$ cat src/hw/rtl/hash_message_padder_top_macros.svh
// ----------------------------------------------------------------------------
// Assertion macros for the message padder
// Concurrent check wrappers, compiled out when ASSERT_OFF is defined.
// ----------------------------------------------------------------------------
`ifndef HASH_MESSAGE_PADDER_TOP_MACROS_SVH
`define HASH_MESSAGE_PADDER_TOP_MACROS_SVH

`ifndef ASSERT_OFF
// Check that cond holds at every clock edge outside reset.
`define HMP_ASSERT(lbl, cond, msg) \
  lbl: assert property (@(posedge clk) disable iff (rst) (cond)) else $error(msg);
// Check that post holds in the cycle after pre.
`define HMP_ASSERT_NEXT(lbl, pre, post, msg) \
  lbl: assert property (@(posedge clk) disable iff (rst) (pre) |=> (post)) else $error(msg);
`else
`define HMP_ASSERT(lbl, cond, msg)
`define HMP_ASSERT_NEXT(lbl, pre, post, msg)
`endif

`endif

$ cat src/hw/rtl/hmp_pkg.sv
// ----------------------------------------------------------------------------
// Message padder package
// Codes and block geometry constants shared by the padder RTL.
// ----------------------------------------------------------------------------
package hmp_pkg;

  localparam int unsigned CountW = 61;
  localparam int unsigned WordW  = 64;

  localparam logic KIND_BYTE = 1'b0;
  localparam logic KIND_END  = 1'b1;

  localparam logic MODE_512  = 1'b0;
  localparam logic MODE_1024 = 1'b1;

  // Byte offset at which the length field can no longer fit in the block.
  localparam logic [5:0] THR_512  = 6'd56;
  localparam logic [6:0] THR_1024 = 7'd112;

  // Last word index inside a block.
  localparam logic [3:0] LAST_WORD_512  = 4'd7;
  localparam logic [3:0] LAST_WORD_1024 = 4'd15;

  localparam logic [7:0] PAD_MARK = 8'h80;

endpackage

$ cat src/hw/rtl/hash_message_padder_top.sv
// ----------------------------------------------------------------------------
// Merkle-Damgard message padder, 512 and 1024 bit blocks
// Packs message bytes into 64-bit words and appends MD padding and length.
// ----------------------------------------------------------------------------
//
//  channel | direction | handshake               | payload
//  --------+-----------+-------------------------+-----------------------------------
//  in      | in        | in_valid / in_ready     | kind, message_byte
//  out     | out       | out_valid / out_ready   | data_word, block_end, message_end
//  cfg     | in        | cfg_valid / cfg_ready   | block_mode
//
//  A byte item is taken when in_ready is high; a word leaves every eighth byte.
//  An end item starts the padding sequencer, which then emits one word at a
//  time, 2 to 18 words, set by the single word counter that
//  walks the block.
//  The output register parts the sides: a new item is taken while the
//  previous word waits, as long as that word is leaving the same cycle.
//  rst is synchronous, active high; it clears count, gather and mode.
//  A stall on out holds the sequencer and the input side in place.
//
`include "hash_message_padder_top_macros.svh"

module hash_message_padder_top
  import hmp_pkg::*;
(
  input  logic              clk,
  input  logic              rst,
  // input items
  input  logic              in_valid,
  output logic              in_ready,
  input  logic              kind,
  input  logic [7:0]        message_byte,
  // result items
  output logic              out_valid,
  input  logic              out_ready,
  output logic [WordW-1:0]  data_word,
  output logic              block_end,
  output logic              message_end,
  // configuration
  input  logic              cfg_valid,
  output logic              cfg_ready,
  input  logic              block_mode
);

  typedef enum logic {
    ST_IDLE,
    ST_PAD
  } state_t;

  state_t            state;
  logic              cur_mode;     // configured block mode
  logic              pad_mode;     // mode captured at the end item
  logic [CountW-1:0] byte_count;   // message bytes so far, mod 2^61
  logic [55:0]       pending;      // gathered bytes of the partial word
  logic [3:0]        word_idx;     // word position inside the current block
  logic              pad_extra;    // padding spills into one more block
  logic              first_word;   // next padding word carries the 0x80 mark

  logic [2:0]        fill;
  logic [CountW-1:0] count_next;
  logic [WordW-1:0]  byte_word;
  logic              byte_blk_end;
  logic [3:0]        start_idx;
  logic              start_extra;
  logic              blk_last;
  logic [WordW-1:0]  bit_len;
  logic [WordW-1:0]  pad_word;
  logic              out_free;
  logic              word_load;

  // Gather position follows the byte count: bytes per word is eight.
  assign fill       = byte_count[2:0];
  assign count_next = byte_count + CountW'(1);
  assign out_free   = !out_valid || out_ready;

  assign in_ready  = (state == ST_IDLE) && out_free;
  assign cfg_ready = 1'b1;

  // A new word enters the output register this cycle.
  assign word_load = ((state == ST_IDLE) && in_valid && in_ready && (kind == KIND_BYTE)
                      && (fill == 3'd7)) || ((state == ST_PAD) && out_free);

  // Insert the new byte at its lane of the partial word.
  assign byte_word = {8'h00, pending} | (WordW'(message_byte) << {fill, 3'b000});

  // A byte word closes a block when the new count hits a block boundary.
  assign byte_blk_end = (cur_mode == MODE_1024) ? (count_next[6:0] == 7'd0)
                                                : (count_next[5:0] == 6'd0);

  // Where padding starts, and whether the length still fits this block.
  always_comb begin
    if (cur_mode == MODE_1024) begin
      start_idx   = byte_count[6:3];
      start_extra = (byte_count[6:0] >= THR_1024);
    end else begin
      start_idx   = {1'b0, byte_count[5:3]};
      start_extra = (byte_count[5:0] >= THR_512);
    end
  end

  assign blk_last = (pad_mode == MODE_1024) ? (word_idx == LAST_WORD_1024)
                                            : (word_idx == LAST_WORD_512);

  // Length in bits, little-endian, wraps modulo 2^64.
  assign bit_len = {byte_count, 3'b000};

  // Shared word unit of the padding sequencer: mark word, zero word, or length.
  always_comb begin
    if (first_word) begin
      pad_word = {8'h00, pending} | (WordW'(PAD_MARK) << {fill, 3'b000});
    end else if (blk_last && !pad_extra) begin
      pad_word = bit_len;
    end else begin
      pad_word = '0;
    end
  end

  always_ff @(posedge clk) begin
    if (rst) begin
      state       <= ST_IDLE;
      out_valid   <= 1'b0;
      cur_mode    <= MODE_512;
      pad_mode    <= MODE_512;
      byte_count  <= '0;
      pending     <= '0;
      word_idx    <= '0;
      pad_extra   <= 1'b0;
      first_word  <= 1'b0;
      data_word   <= '0;
      block_end   <= 1'b0;
      message_end <= 1'b0;
    end else begin
      if (cfg_valid && cfg_ready) begin
        cur_mode <= block_mode;
      end
      // Load a new word, or drop the current one once taken.
      if (word_load) begin
        out_valid <= 1'b1;
      end else if (out_ready) begin
        out_valid <= 1'b0;
      end
      case (state)
        ST_IDLE: begin
          if (in_valid && in_ready) begin
            if (kind == KIND_BYTE) begin
              byte_count <= count_next;
              if (fill == 3'd7) begin
                data_word   <= byte_word;
                block_end   <= byte_blk_end;
                message_end <= 1'b0;
                pending     <= '0;
              end else begin
                pending <= byte_word[55:0];
              end
            end else begin
              // End item: freeze geometry and start the padding walk.
              state      <= ST_PAD;
              pad_mode   <= cur_mode;
              word_idx   <= start_idx;
              pad_extra  <= start_extra;
              first_word <= 1'b1;
            end
          end
        end
        ST_PAD: begin
          if (out_free) begin
            data_word   <= pad_word;
            block_end   <= blk_last;
            message_end <= blk_last && !pad_extra;
            first_word  <= 1'b0;
            if (blk_last) begin
              word_idx <= '0;
              if (pad_extra) begin
                pad_extra <= 1'b0;
              end else begin
                // Length word sent: ready for the next message.
                state      <= ST_IDLE;
                byte_count <= '0;
                pending    <= '0;
              end
            end else begin
              word_idx <= word_idx + 4'd1;
            end
          end
        end
        default: begin
          state <= ST_IDLE;
        end
      endcase
    end
  end

  // The length word always closes a block.
  `HMP_ASSERT(a_msg_end_closes_block, !(out_valid && message_end) || block_end, "message_end without block_end")
  // While the length word waits, the count has already restarted from zero.
  `HMP_ASSERT(a_count_cleared, !(out_valid && message_end) || (byte_count == '0), "byte count not cleared after message end")
  // An accepted end item starts the padding walk.
  `HMP_ASSERT_NEXT(a_end_starts_pad, in_valid && in_ready && (kind == KIND_END), (state == ST_PAD) && first_word, "end item did not start padding")

endmodule
$ cat config.mk
export PLATFORM = sky130hd
export DESIGN_NAME = hash_message_padder_top
export DESIGN_NICKNAME = d
export VERILOG_FILES = /design/src/hw/rtl/hmp_pkg.sv /design/src/hw/rtl/hash_message_padder_top.sv
export VERILOG_INCLUDE_DIRS = /design/src /design/src/hw/rtl
export SDC_FILE = /design/constraint.sdc
export NUM_CORES = 1
export LEC_CHECK = 0
export BUFFER_PORTS_ARGS = -buffer_cell sky130_fd_sc_hd__buf_4
export CORE_AREA = 3 3 127 129
export DETAILED_ROUTE_END_ITERATION = 10
export DIE_AREA = 0 0 130 132
export GPL_ROUTABILITY_DRIVEN = 0
export PLACE_DENSITY = 0.87
export SYNTH_ARGS = -nofsm -noshare
export SYNTH_HDL_FRONTEND = slang
export SYNTH_SLANG_ARGS = --single-unit
$ cat constraint.sdc
create_clock -name clk -period 2.47 [get_ports clk]
set_input_delay 0.3705 -clock clk [delete_from_list [all_inputs] [get_ports clk]]
set_output_delay 0.3705 -clock clk [all_outputs]
set_load 0.01 [all_outputs]
## Yosys cells after proc, flatten, opt, wreduce, memory -nomap -nowiden

Index checks and enable logic that the tools add are counted.

- Bits of input ports: 15
- Bits in latches: 0
- RAM bits: 0
- ROM bits: 0
- Memories kept: 0
- Logic and storage cells: 108
- Register bits: 193

- Add/subtract/negate cells: 2
- Shift-type cells: 2
- Bitwise logic cells: 4
- Mux-type cells: 56
- Multiply operators: 0
- Reduce and logical (&&, ||, !) cells: 20
- Magnitude comparators: 2
- Eq/ne operators: 10
- Div/mod/pow operators: 0

Operators with widths:

| operator | number |
|---|---|
| $mux 64 | 6 |
| $mux 56 | 6 |
| $mux 61 | 5 |
| $or 56x64->64 | 2 |
| $pmux 64 s2 | 1 |
| $pmux 61 s2 | 1 |
| $pmux 56 s2 | 1 |
| $shl 8x6->64 | 1 |
| $shl 8x6->64 const A | 1 |
| $add 61x1->61 const B | 1 |
| $mux 1 | 25 |
| $mux 4 | 5 |
| $pmux 1 s2 | 5 |
| $logic_and 1x1->1 | 8 |
| $ne 2x1->1 const B | 4 |
| $pmux 4 s2 | 1 |
| $reduce_and 4->1 | 2 |
| $ge 7x7->1 const B | 1 |
| $logic_not 7->1 | 1 |
| $ge 6x6->1 const B | 1 |
| $logic_not 6->1 | 1 |
| $ne 2x2->1 const B | 3 |
| $reduce_and 3->1 | 2 |
| $reduce_and 5->1 | 1 |
| other kinds (8) | 11 |

## Longest topological paths before layout

Gate-level depths: netlist of run 1.

- Depth in word-level cells: 8
- Mapped depth: 9
- Gate-level depth less buffers: 7

## Worst setup path before layout of run 1

Ideal clock, no wire load.

- Kind: register to register
- Start: register out_valid
- End: register byte_count[28]
- Setup time: 132 ps
- Path slack: 371 ps
- Data required time: 2338 ps
- Cell stages (with the launch flop): 8
- Path buffers: 2
- Arrival time: 1966 ps
- Path through: dfxtp_1 > nor2b_1 > buf_4 > or4_1 > buf_6 > a2111oi_4 > a41o_1 > a21oi_1

- Word-level cells in the longest chain between the ends: 6
- Elaborated cells on any way between the ends: 7
- Those cells by class: 2 x eq/ne; 5 x reduce/logical

Ends and longest elaborated chain:

| what | line | RTL |
|---|---|---|
| start, declared | hash_message_padder_top.sv:34 | `output logic out_valid,` |
| start signal, assigned | hash_message_padder_top.sv:121 | `out_valid <= 1'b0;` |
| start signal, assigned | hash_message_padder_top.sv:138 | `out_valid <= 1'b1;` |
| start signal, assigned | hash_message_padder_top.sv:140 | `out_valid <= 1'b0;` |
| $logic_not 1->1 * | hash_message_padder_top.sv:74 | `assign out_free = !out_valid \|\| out_ready;` |
| $logic_or 1x1->1 * | hash_message_padder_top.sv:74 |  |
| $logic_and 1x1->1 | hash_message_padder_top.sv:76 | `assign in_ready = (state == ST_IDLE) && out_free;` |
| $logic_and 1x1->1 | hash_message_padder_top.sv:144 | `if (in_valid && in_ready) begin` |
| $ne 2x1->1 (no line) | -- |  |
| $reduce_and 5->1 (no line) * | -- |  |
| end signal, assigned | hash_message_padder_top.sv:146 | `byte_count <= count_next;` |
| end, declared | hash_message_padder_top.sv:53 | `logic [CountW-1:0] byte_count;` |

Every way passes the cells marked *; elsewhere a longest branch is shown, timed or not.
A chain may end at the register's enable or synchronous reset.

## Worst setup path in the final report of run 1

- Start: register byte_count[9]
- End: register byte_count[51]

- Word-level cells in the longest chain between the ends: 4

Ends and longest elaborated chain:

| what | line | RTL |
|---|---|---|
| $add 61x1->61 | hash_message_padder_top.sv:73 | `assign count_next = byte_count + CountW'(1);` |
| $mux 61 | hash_message_padder_top.sv:145 | `if (kind == KIND_BYTE) begin` |
| $mux 61 | hash_message_padder_top.sv:144 |  |
| $pmux 61 s2 | hash_message_padder_top.sv:142 | `case (state)` |

Every way passes these cells. The select of a mux whose other input is x is not followed.

==> metrics list, run 1 <==
- At the placement stage, the worst setup path has a slack of 54.9 ps.
- For the pin with the worst max-slew slack, the measured transition is 908 ps.
- Among cell families on the critical path, the largest total delay comes from simple AND/OR/NAND/NOR gates.
* Origin of the worst min-delay path: block_mode
- Startpoint of the most critical setup path: byte_count[9]$_SDFFE_PP0P_
* Total overflow reported by the global router: 0
- Using the TritonRoute via totals, the vias-per-cell ratio works out to 6.61.
- TritonCTS built the clock tree.
- I/O pin cnt: 84
* Setup-violating endpoint count in the final report: 0
- Syn. warnings: 0
- In this run the standard cell core region covers 0.0151 mm2.
- Once the clock tree was built, the setup fixing pass inserted 0 buffers.
* Number of I/O port buffers: 82
- Clk_lat worst skew: 450 ps
- Die Ht: 132 um
* Fin worst setup slack: 96.8 ps
* Net Count, Synth: 1131
* Post-detailed-routing wire length: between 20000 and 30000 um
* CP startpoint kind: flop
- The number of global-route vias before repair was ~8400.
- Top layer in use: met4
* Width of the die: 130 um
- Slew Limit Headroom: 39.5%
- Final ANT Viol Nets: 0
* Outcome: completed
* Synthesized netlist cell count: between 1000 and 1500
- Final clock period utilization by the worst path: 96.1%
- The worst setup path is of the flop to flop kind.
- The pre-antenna-repair detailed-routing pass consisted of 8 iterations.
* Worst min path class: primary input to flop
* Critical register-to-register path startpoint: byte_count[9]$_SDFFE_PP0P_
- At the worst endpoint, the required time is 2840 ps.
- After clock tree synthesis, the clock-pin slew on the worst setup and hold paths is 70 ps.
- Clock H-tree levels: 4
- Timing would allow up to 0.421 GHz.
- The finished layout holds 1381 standard cells, fillers aside.
- Yosys mapped a number of flops with a built-in enable equal to 0.
- Between clock sinks in the finished design, the worst skew comes to 12.8 ps.
- DP Wirelength: 18000 um
- Final critical delay including setup and external delays: roughly 2400 ps
- WL/cell: 20.0 um
- Summing the sequential cell areas from Yosys gives 43.9% of the chip area.
- In the final layout, the multi-input gates occupy 0.00457 mm2.
- The die covers 0.0172 mm2.
- Std cell rows: 45
* Power density cells: around 640 mW/mm2
- Global routing used a little under a third of the available tracks.
- Buffers plus inverters on the worst setup path: 1
- Synthesis instantiated slightly below 70 different standard cells from the library.
- FF+latch count, synth: 193
- Cell accounting for the most synthesized area: sky130_fd_sc_hd__dfxtp_1
- Summed over its instances, the top area cell type makes up 43.9% of the synthesized netlist area.
* DRC Markers: 0
- CTS Root Buffer Type: sky130_fd_sc_hd__clkbuf_16
- CP Max Fanout: 21
* Highest cell delay on the worst timing path: 520 ps
- STA classifies the critical path endpoint as a flop.
- The max-slew violation total from the final report came to 0.
- CP Cell Sequence: nand3_1 -> nor4_2 -> o2111ai_1 -> buf_4 -> or4_1 -> a21oi_1
- The detailed router finished its first iteration with between 1000 and 1500 violations.
* Initial standard-cell utilization of the core: 58.1%
- Routed metal-1 wirelength: 10500 um
- Met2 wirelength from detailed routing: 12300 um
- The library cell used most frequently in the layout, excluding fill and tap cells, is sky130_fd_sc_hd__nor2_1.
* # Max-Cap Violations: 0
- At the end of the flow the core is filled with cells to 69.1%.
- Proportion of register bits with asynchronous set or reset after synthesis: 0%
* Max Buffers Root-to-Sink: 2
- After synthesis the cells add up to 0.00881 mm2.
- Counting tap cells, the placed design contains a total of 1349 instances.
- Main synth FF type: sky130_fd_sc_hd__dfxtp_1
- Inserted Clock Buffers: 17
* Met3 wire len: 3510 um
- Detailed routing inserted a total of 9130 vias.
- After synthesis, the mean cell area works out to roughly 7.9 um2.
- Fill cells in the final layout number around 1200.
- At the worst endpoint, the arrival time is 2750 ps.
- Number of antenna cells inserted: 0
- The first global-routing pass estimated between 40000 and 50000 um of wire.
- Final instance area: 0.0105 mm2
- CTS saw 193 sinks.
* Peak VDD IR: 0.548 mV
- For this run, the post-layout net count is 1202.
- Entering global routing, the biggest net connects 81 pins.
* Slowest-stage cell, CP: sky130_fd_sc_hd__or4_1
- Ratio of cells with drive above 1 in the final layout: 17.5%
* Commonest cells after routing, fill and taps aside: sky130_fd_sc_hd__nor2_1 (216), sky130_fd_sc_hd__dfxtp_1 (193), sky130_fd_sc_hd__a21oi_1 (157)
* Area of all sequential standard cells: 0.00386 mm2
* Biggest area contributors in the synthesized netlist: sky130_fd_sc_hd__dfxtp_1 (44%), sky130_fd_sc_hd__nor2_1 (9.3%), sky130_fd_sc_hd__a21oi_1 (8.9%)
- Hold Violations, Final: 0
- Layout area overhead: 18.9%
- The analysis attributes to cell leakage a power of 3.78 nW.
- Hold repair after CTS inserted 0 buffers.
- Antenna violations before repair: 0
- Post-DP Area: between 0.009 and 0.01 mm2
[flip-flops by register name, summed over array words and instances (netlist names)]
signal / flops
cur_mode: 1
out_valid: 1
pending: 56
word_idx: 4
message_end: 1
pad_extra: 1
data_word: 64
pad_mode: 1
block_end: 1
first_word: 1
state: 1
byte_count: 61
[Yosys cell counts (3+ instances only)]
cell / n
sky130_fd_sc_hd__clkbuf_1: 69
sky130_fd_sc_hd__xor2_1: 9
sky130_fd_sc_hd__and3b_1: 4
sky130_fd_sc_hd__nor3_1: 65
sky130_fd_sc_hd__nor4_1: 5
sky130_fd_sc_hd__o2111ai_1: 7
sky130_fd_sc_hd__nor2_1: 218
sky130_fd_sc_hd__nand4b_1: 5
sky130_fd_sc_hd__nor3b_1: 3
sky130_fd_sc_hd__or2_2: 5
sky130_fd_sc_hd__o211ai_1: 3
sky130_fd_sc_hd__o21ai_0: 23
sky130_fd_sc_hd__nand2_1: 41
sky130_fd_sc_hd__mux2i_1: 3
sky130_fd_sc_hd__ha_1: 7
sky130_fd_sc_hd__buf_2: 19
sky130_fd_sc_hd__nor2b_1: 9
sky130_fd_sc_hd__a221oi_1: 12
sky130_fd_sc_hd__a21boi_2: 3
sky130_fd_sc_hd__a211oi_1: 53
sky130_fd_sc_hd__a21boi_1: 4
sky130_fd_sc_hd__nand3_1: 25
sky130_fd_sc_hd__nand4_1: 19
sky130_fd_sc_hd__o31ai_1: 18
sky130_fd_sc_hd__xnor2_1: 9
sky130_fd_sc_hd__dfxtp_1: 193
sky130_fd_sc_hd__or3_1: 17
sky130_fd_sc_hd__inv_1: 19
sky130_fd_sc_hd__a21oi_1: 157
sky130_fd_sc_hd__and3_1: 8
sky130_fd_sc_hd__a31oi_1: 9
sky130_fd_sc_hd__or4_1: 19
sky130_fd_sc_hd__o41ai_1: 5
[tightest hold or removal path, stage by stage]
cell                      delay (ps)
sky130_fd_sc_hd__buf_4            80
sky130_fd_sc_hd__mux2i_1          50
sky130_fd_sc_hd__nor2_1           70
[report_power, final]
| group | internal [mW] | total [mW] | switching [mW] |
|---|---|---|---|
| sequential | 3.19 | 3.24 | 0.0491 |
| clock | 1.44 | 2.72 | 1.28 |
| combinational | 0.270 | 0.728 | 0.458 |
[repair_timing]
action | 4_1_cts | 5_1_grt
gates resized for setup | 1 | 8
setup endpoints to repair | 2 | 42
gates cloned | 0 | 0
[per-layer routing]
metal | global-route usage [%] | vias to the layer above
met5 | 0 | -
met4 | 13.9 | 0
met3 | 8.59 | 125
met2 | 47.1 | 631
met1 | 42.2 | 4235
li1 | - | 4139
[stage by stage]
stage,total power [mW],TNS (ps),hold WS (ps)
finish,6.69,0,163
global route,6.86,-21.9,161
CTS,6.66,0,168
detailed placement,4.02,0,449
global placement,4.00,0,445
floorplan,3.70,0,431
[layout make-up]
type,instances,share of cell area [%]
clock inverters,13,1.21
well taps,188,2.25
multi-input cells,803,43.7
flip-flops and latches,193,36.9
inverters,20,0.717
repair buffers,145,11.0
clock buffers,19,4.23
[path summary, 6_finish.rpt]
check                           slack, ps                          end  depth (start not counted)
worst max-delay path                  100  byte_count[51]$_SDFFE_PP0P_                          6
worst min-delay path                  160        cur_mode$_SDFFE_PP0P_                          3
worst max register to register        100  byte_count[51]$_SDFFE_PP0P_                          6
worst min register to register        460   data_word[55]$_SDFFE_PP0P_                          2
[cells by family (layout without fill, tap and decap cells)]
family | count (synthesis) | count (layout) | synth area share [%]
fa+ha+maj | 7 | 7 | 0.995
xor+xnor | 18 | 18 | 1.79
buf+inv | 113 | 197 | 5.26
mux | 4 | 4 | 0.469
flops | 193 | 193 | 43.9
compound gates | 316 | 316 | 22.8
simple gates | 457 | 457 | 24.8
other cells | 1 | 1 | 0.0426
Power figures use the tool's default switching activity.
==> run 2, diff against run 1 <==
--- a/config.mk
+++ b/config.mk
@@ -6,12 +6,13 @@
 export SDC_FILE = /design/constraint.sdc
 export NUM_CORES = 1
 export LEC_CHECK = 0
+export ABC_AREA = 1
 export BUFFER_PORTS_ARGS = -buffer_cell sky130_fd_sc_hd__buf_4
-export CORE_AREA = 3 3 127 129
+export CORE_AREA = 3 3 135 137
 export DETAILED_ROUTE_END_ITERATION = 10
-export DIE_AREA = 0 0 130 132
+export DIE_AREA = 0 0 138 140
 export GPL_ROUTABILITY_DRIVEN = 0
-export PLACE_DENSITY = 0.87
+export PLACE_DENSITY = 0.88
 export SYNTH_ARGS = -nofsm -noshare
 export SYNTH_HDL_FRONTEND = slang
 export SYNTH_SLANG_ARGS = --single-unit
==> run 2 against run 1 <==
Compared with the run above:
- critical path depth grew 4
- global-route usage grew 2.3 points
- worst setup slack gained 160 ps
- die area grew 13%
- critical path type unchanged
- highest routed layer unchanged
==> metrics list, run 2 <==
* DP Wirelength: 23200 um
* Via count: approximately 12000
* Area of all sequential standard cells: 0.00386 mm2
- After clock tree synthesis, the setup repair step added 0 buffers.
* Number of gates resized after CTS: 0
- For this run, the post-layout net count is 1628.
- The pre-antenna-repair detailed-routing pass consisted of 6 iterations.
- On the final layout, the worst clock skew is 9.74 ps.
* DRC Markers: 0
- Ranked by instance count, the synthesized netlist is headed by sky130_fd_sc_hd__nand2_1 (332), sky130_fd_sc_hd__nor2_1 (209), sky130_fd_sc_hd__dfxtp_1 (193), sky130_fd_sc_hd__a21oi_1 (176), sky130_fd_sc_hd__nand3_1 (163).
- The floorplan has 48 rows.
- STA classifies the critical path endpoint as a flop.
- Post-placement setup slack: 328 ps
- In the layout the commonest cells are sky130_fd_sc_hd__nand2_1 (331), sky130_fd_sc_hd__nor2_1 (209), sky130_fd_sc_hd__dfxtp_1 (193).
* Fill cell total of the finished layout: between 1000 and 1500
- The largest registers in the layout are data_word: 64 flops, byte_count: 61 flops, pending: 56 flops.
- Number of hold buffers added after CTS: 0
- TritonCTS built the clock tree.
* Fin worst setup slack: between 200 and 300 ps
- In the final timing run, aggregate negative setup slack is 0 ps.
* CP startpoint kind: flop
- The register with the most flip-flops in the layout has 64 of them.
* Clk_lat worst skew: 450 ps
- The clock net in this run drives a total of between 150 and 200 sinks.
- Net Count, Synth: 1591
- Among all flip-flop cells after synthesis, the most frequent one is sky130_fd_sc_hd__dfxtp_1.
- RSZ-0062 raised after global routing: no
* CP Max Fanout: 5
- Most common cell after layout, fill and taps aside: sky130_fd_sc_hd__nand2_1
- Achievable clock frequency: 0.451 GHz
* Kind of cell with the highest combined delay on the critical path: simple AND/OR/NAND/NOR gates
* Cell accounting for the most synthesized area: sky130_fd_sc_hd__dfxtp_1
- The max-slew violation total from the final report came to 0.
* Pin count of the biggest net entering global routing: 93
- For this configuration, the core starts out at a cell density of 59.4%.
- Die Ht: roughly 140 um
- Slowest-stage cell, CP: sky130_fd_sc_hd__dfxtp_1
- Clock H-tree levels: 4
* Layout area overhead: 13.1%
- Slew Limit Headroom: between 40 and 50%
- Width of the die: 138 um
- Summed over its instances, the top area cell type makes up 37.9% of the synthesized netlist area.
* Die footprint: 0.0193 mm2
- Dominant cell by count in the synthesized netlist: sky130_fd_sc_hd__nand2_1
* Final clock period utilization by the worst path: 89.8%
* Worst min path class: primary input to flop
* Clock edge transition at the registers on the reported setup and hold paths: about 70 ps
- I/O pin cnt: 84
* Highest cell delay on the worst timing path: 410 ps
- The detailed router finished its first iteration with 2020 violations.
- The number of global-route vias before repair is 10100.
- Data arrives at the worst endpoint at 2550 ps.
- WL/cell: 18.3 um
- Detail-routed via count per cell: 6.25
- Syn. warnings: 0
- For this run, the share of the core covered by cells in the final layout is 67.2%.
- The synthesized design contains 193 register bits.
- Fraction of the yosys area taken by sequential cells: 37.9%
* # Max-Cap Violations: 0
- The number of antenna violations at the first check in global routing was 0.
- In this run the static leakage power is roughly 4.4 nW.
- Peak VDD IR: between 0.5 and 0.6 mV
- Synthesized netlist cell count: 1569
- The synthesized netlist contains 38 unique library cells.
- In the final layout, the share of cells above drive strength 1 is 10.6%.
- Setup violations remaining at the end of the flow were counted as 0.
- At the pin with the least slew margin, the transition time is 803 ps.
- The region available for standard cell placement spans 0.0172 mm2.
- Summing all multi-input logic gate instances after layout gives 0.00551 mm2.
- Register name with the most flops: data_word
* Power density cells: 605 mW/mm2
- CTS Root Buffer Type: sky130_fd_sc_hd__clkbuf_16
* Mapped Area: between 0.01 and 0.015 mm2
* Total overflow reported by the global router: 0
- Proportion of register bits with asynchronous set or reset after synthesis: 0%
- In this run, synthesis inferred 0 flip-flops with an integrated enable.
- Global Route Usage Sum: 33.7%
- Summed over all layers, the routed wires come to 33800 um.
- Average cell area after synthesis: ~6.5 um2
- Inserted Clock Buffers: 17
- During placement, the flow inserted port buffers numbering 82.
- Max Buffers Root-to-Sink: 2
- Traced cell by cell, the critical path runs through ha_1 -> nand2_1 -> nor2_1 -> nand3_1 -> nor2_1 -> nand3_1 -> nor2_2 -> nand3_1 -> nand2_1 -> nor2_1.
* Critical path type: flop to flop
* CP required: approximately 2800 ps
* Outcome: completed
- The count of nets left with antenna violations once routing finished came out at 0.
* Biggest area contributors in the synthesized netlist: sky130_fd_sc_hd__dfxtp_1 (38%), sky130_fd_sc_hd__nand2_1 (12%), sky130_fd_sc_hd__a21oi_1 (8.6%)
- The first global-routing pass estimated 53600 um of wire.
- The repair_antennas step left the layout with diodes totalling 0.
* Buffers plus inverters on the worst setup path: 0
- The total count of hold-check failures in the final report is 0.
* Final critical delay including setup and external delays: 2220 ps
[run 2: cell families after synthesis]
family / synth area share (%)
compound gates: 21.3
xor+xnor: 0.258
fa+ha+maj: 0.859
buf+inv: 8.22
flops: 37.9
other cells: 0.0368
simple gates: 31.4
[run 2: power by group]
group	total [mW]	switching [mW]	internal, mW
Clock	2.75	1.27	1.48
Sequential	3.34	0.102	3.24
Combinational	0.894	0.593	0.300
[run 2: worst paths after layout]
check                                                 from                           to  slack, ps  cells past startpoint
worst max-delay path            byte_count[1]$_SDFFE_PP0P_  byte_count[50]$_SDFFE_PP0P_        250                     10
worst max register to register  byte_count[1]$_SDFFE_PP0P_  byte_count[50]$_SDFFE_PP0P_        250                     10
worst min-delay path                            block_mode        cur_mode$_SDFFE_PP0P_        210                      3
worst min register to register    pending[55]$_SDFFE_PP0P_     pending[55]$_SDFFE_PP0P_        470                      2
[run 2: worst register-to-register path: stages, from the launching register on]
cell	delay, ps
sky130_fd_sc_hd__dfxtp_1	410
sky130_fd_sc_hd__ha_1	270
sky130_fd_sc_hd__nand2_1	70
sky130_fd_sc_hd__nor2_1	220
sky130_fd_sc_hd__nand3_1	200
sky130_fd_sc_hd__nor2_1	310
sky130_fd_sc_hd__nand3_1	180
sky130_fd_sc_hd__nor2_2	230
sky130_fd_sc_hd__nand3_1	100
sky130_fd_sc_hd__nand2_1	70
sky130_fd_sc_hd__nor2_1	40
[run 2: per-layer routing]
metal | track usage (%) | part of all wire (%)
met1 | 46.8 | 39
met2 | 51.1 | 43
met3 | 5.67 | 13
met4 | 16.4 | 5.1
met5 | 0 | 0
[run 2: layout make-up]
type                       count  area share (%)
clock buffer                  21            4.08
clock inverter                11           0.922
tap                          225            2.44
timing repair buffer         111            7.55
multi-input combinational   1168            47.8
sequential                   193            33.5
inverter                     115            3.74
[run 2: through the flow]
stage / area (um2) / power (mW) / hold WS [ps] / std cells
finish: 11500 / 6.98 / 213 / 1844
global route: 11500 / 7.18 / 206 / 1844
CTS: 11500 / 6.93 / 217 / 1844
detailed placement: 11000 / 4.27 / 461 / 1812
global placement: 11000 / 4.24 / 452 / 1812
floorplan: 10200 / 3.95 / 438 / 1569
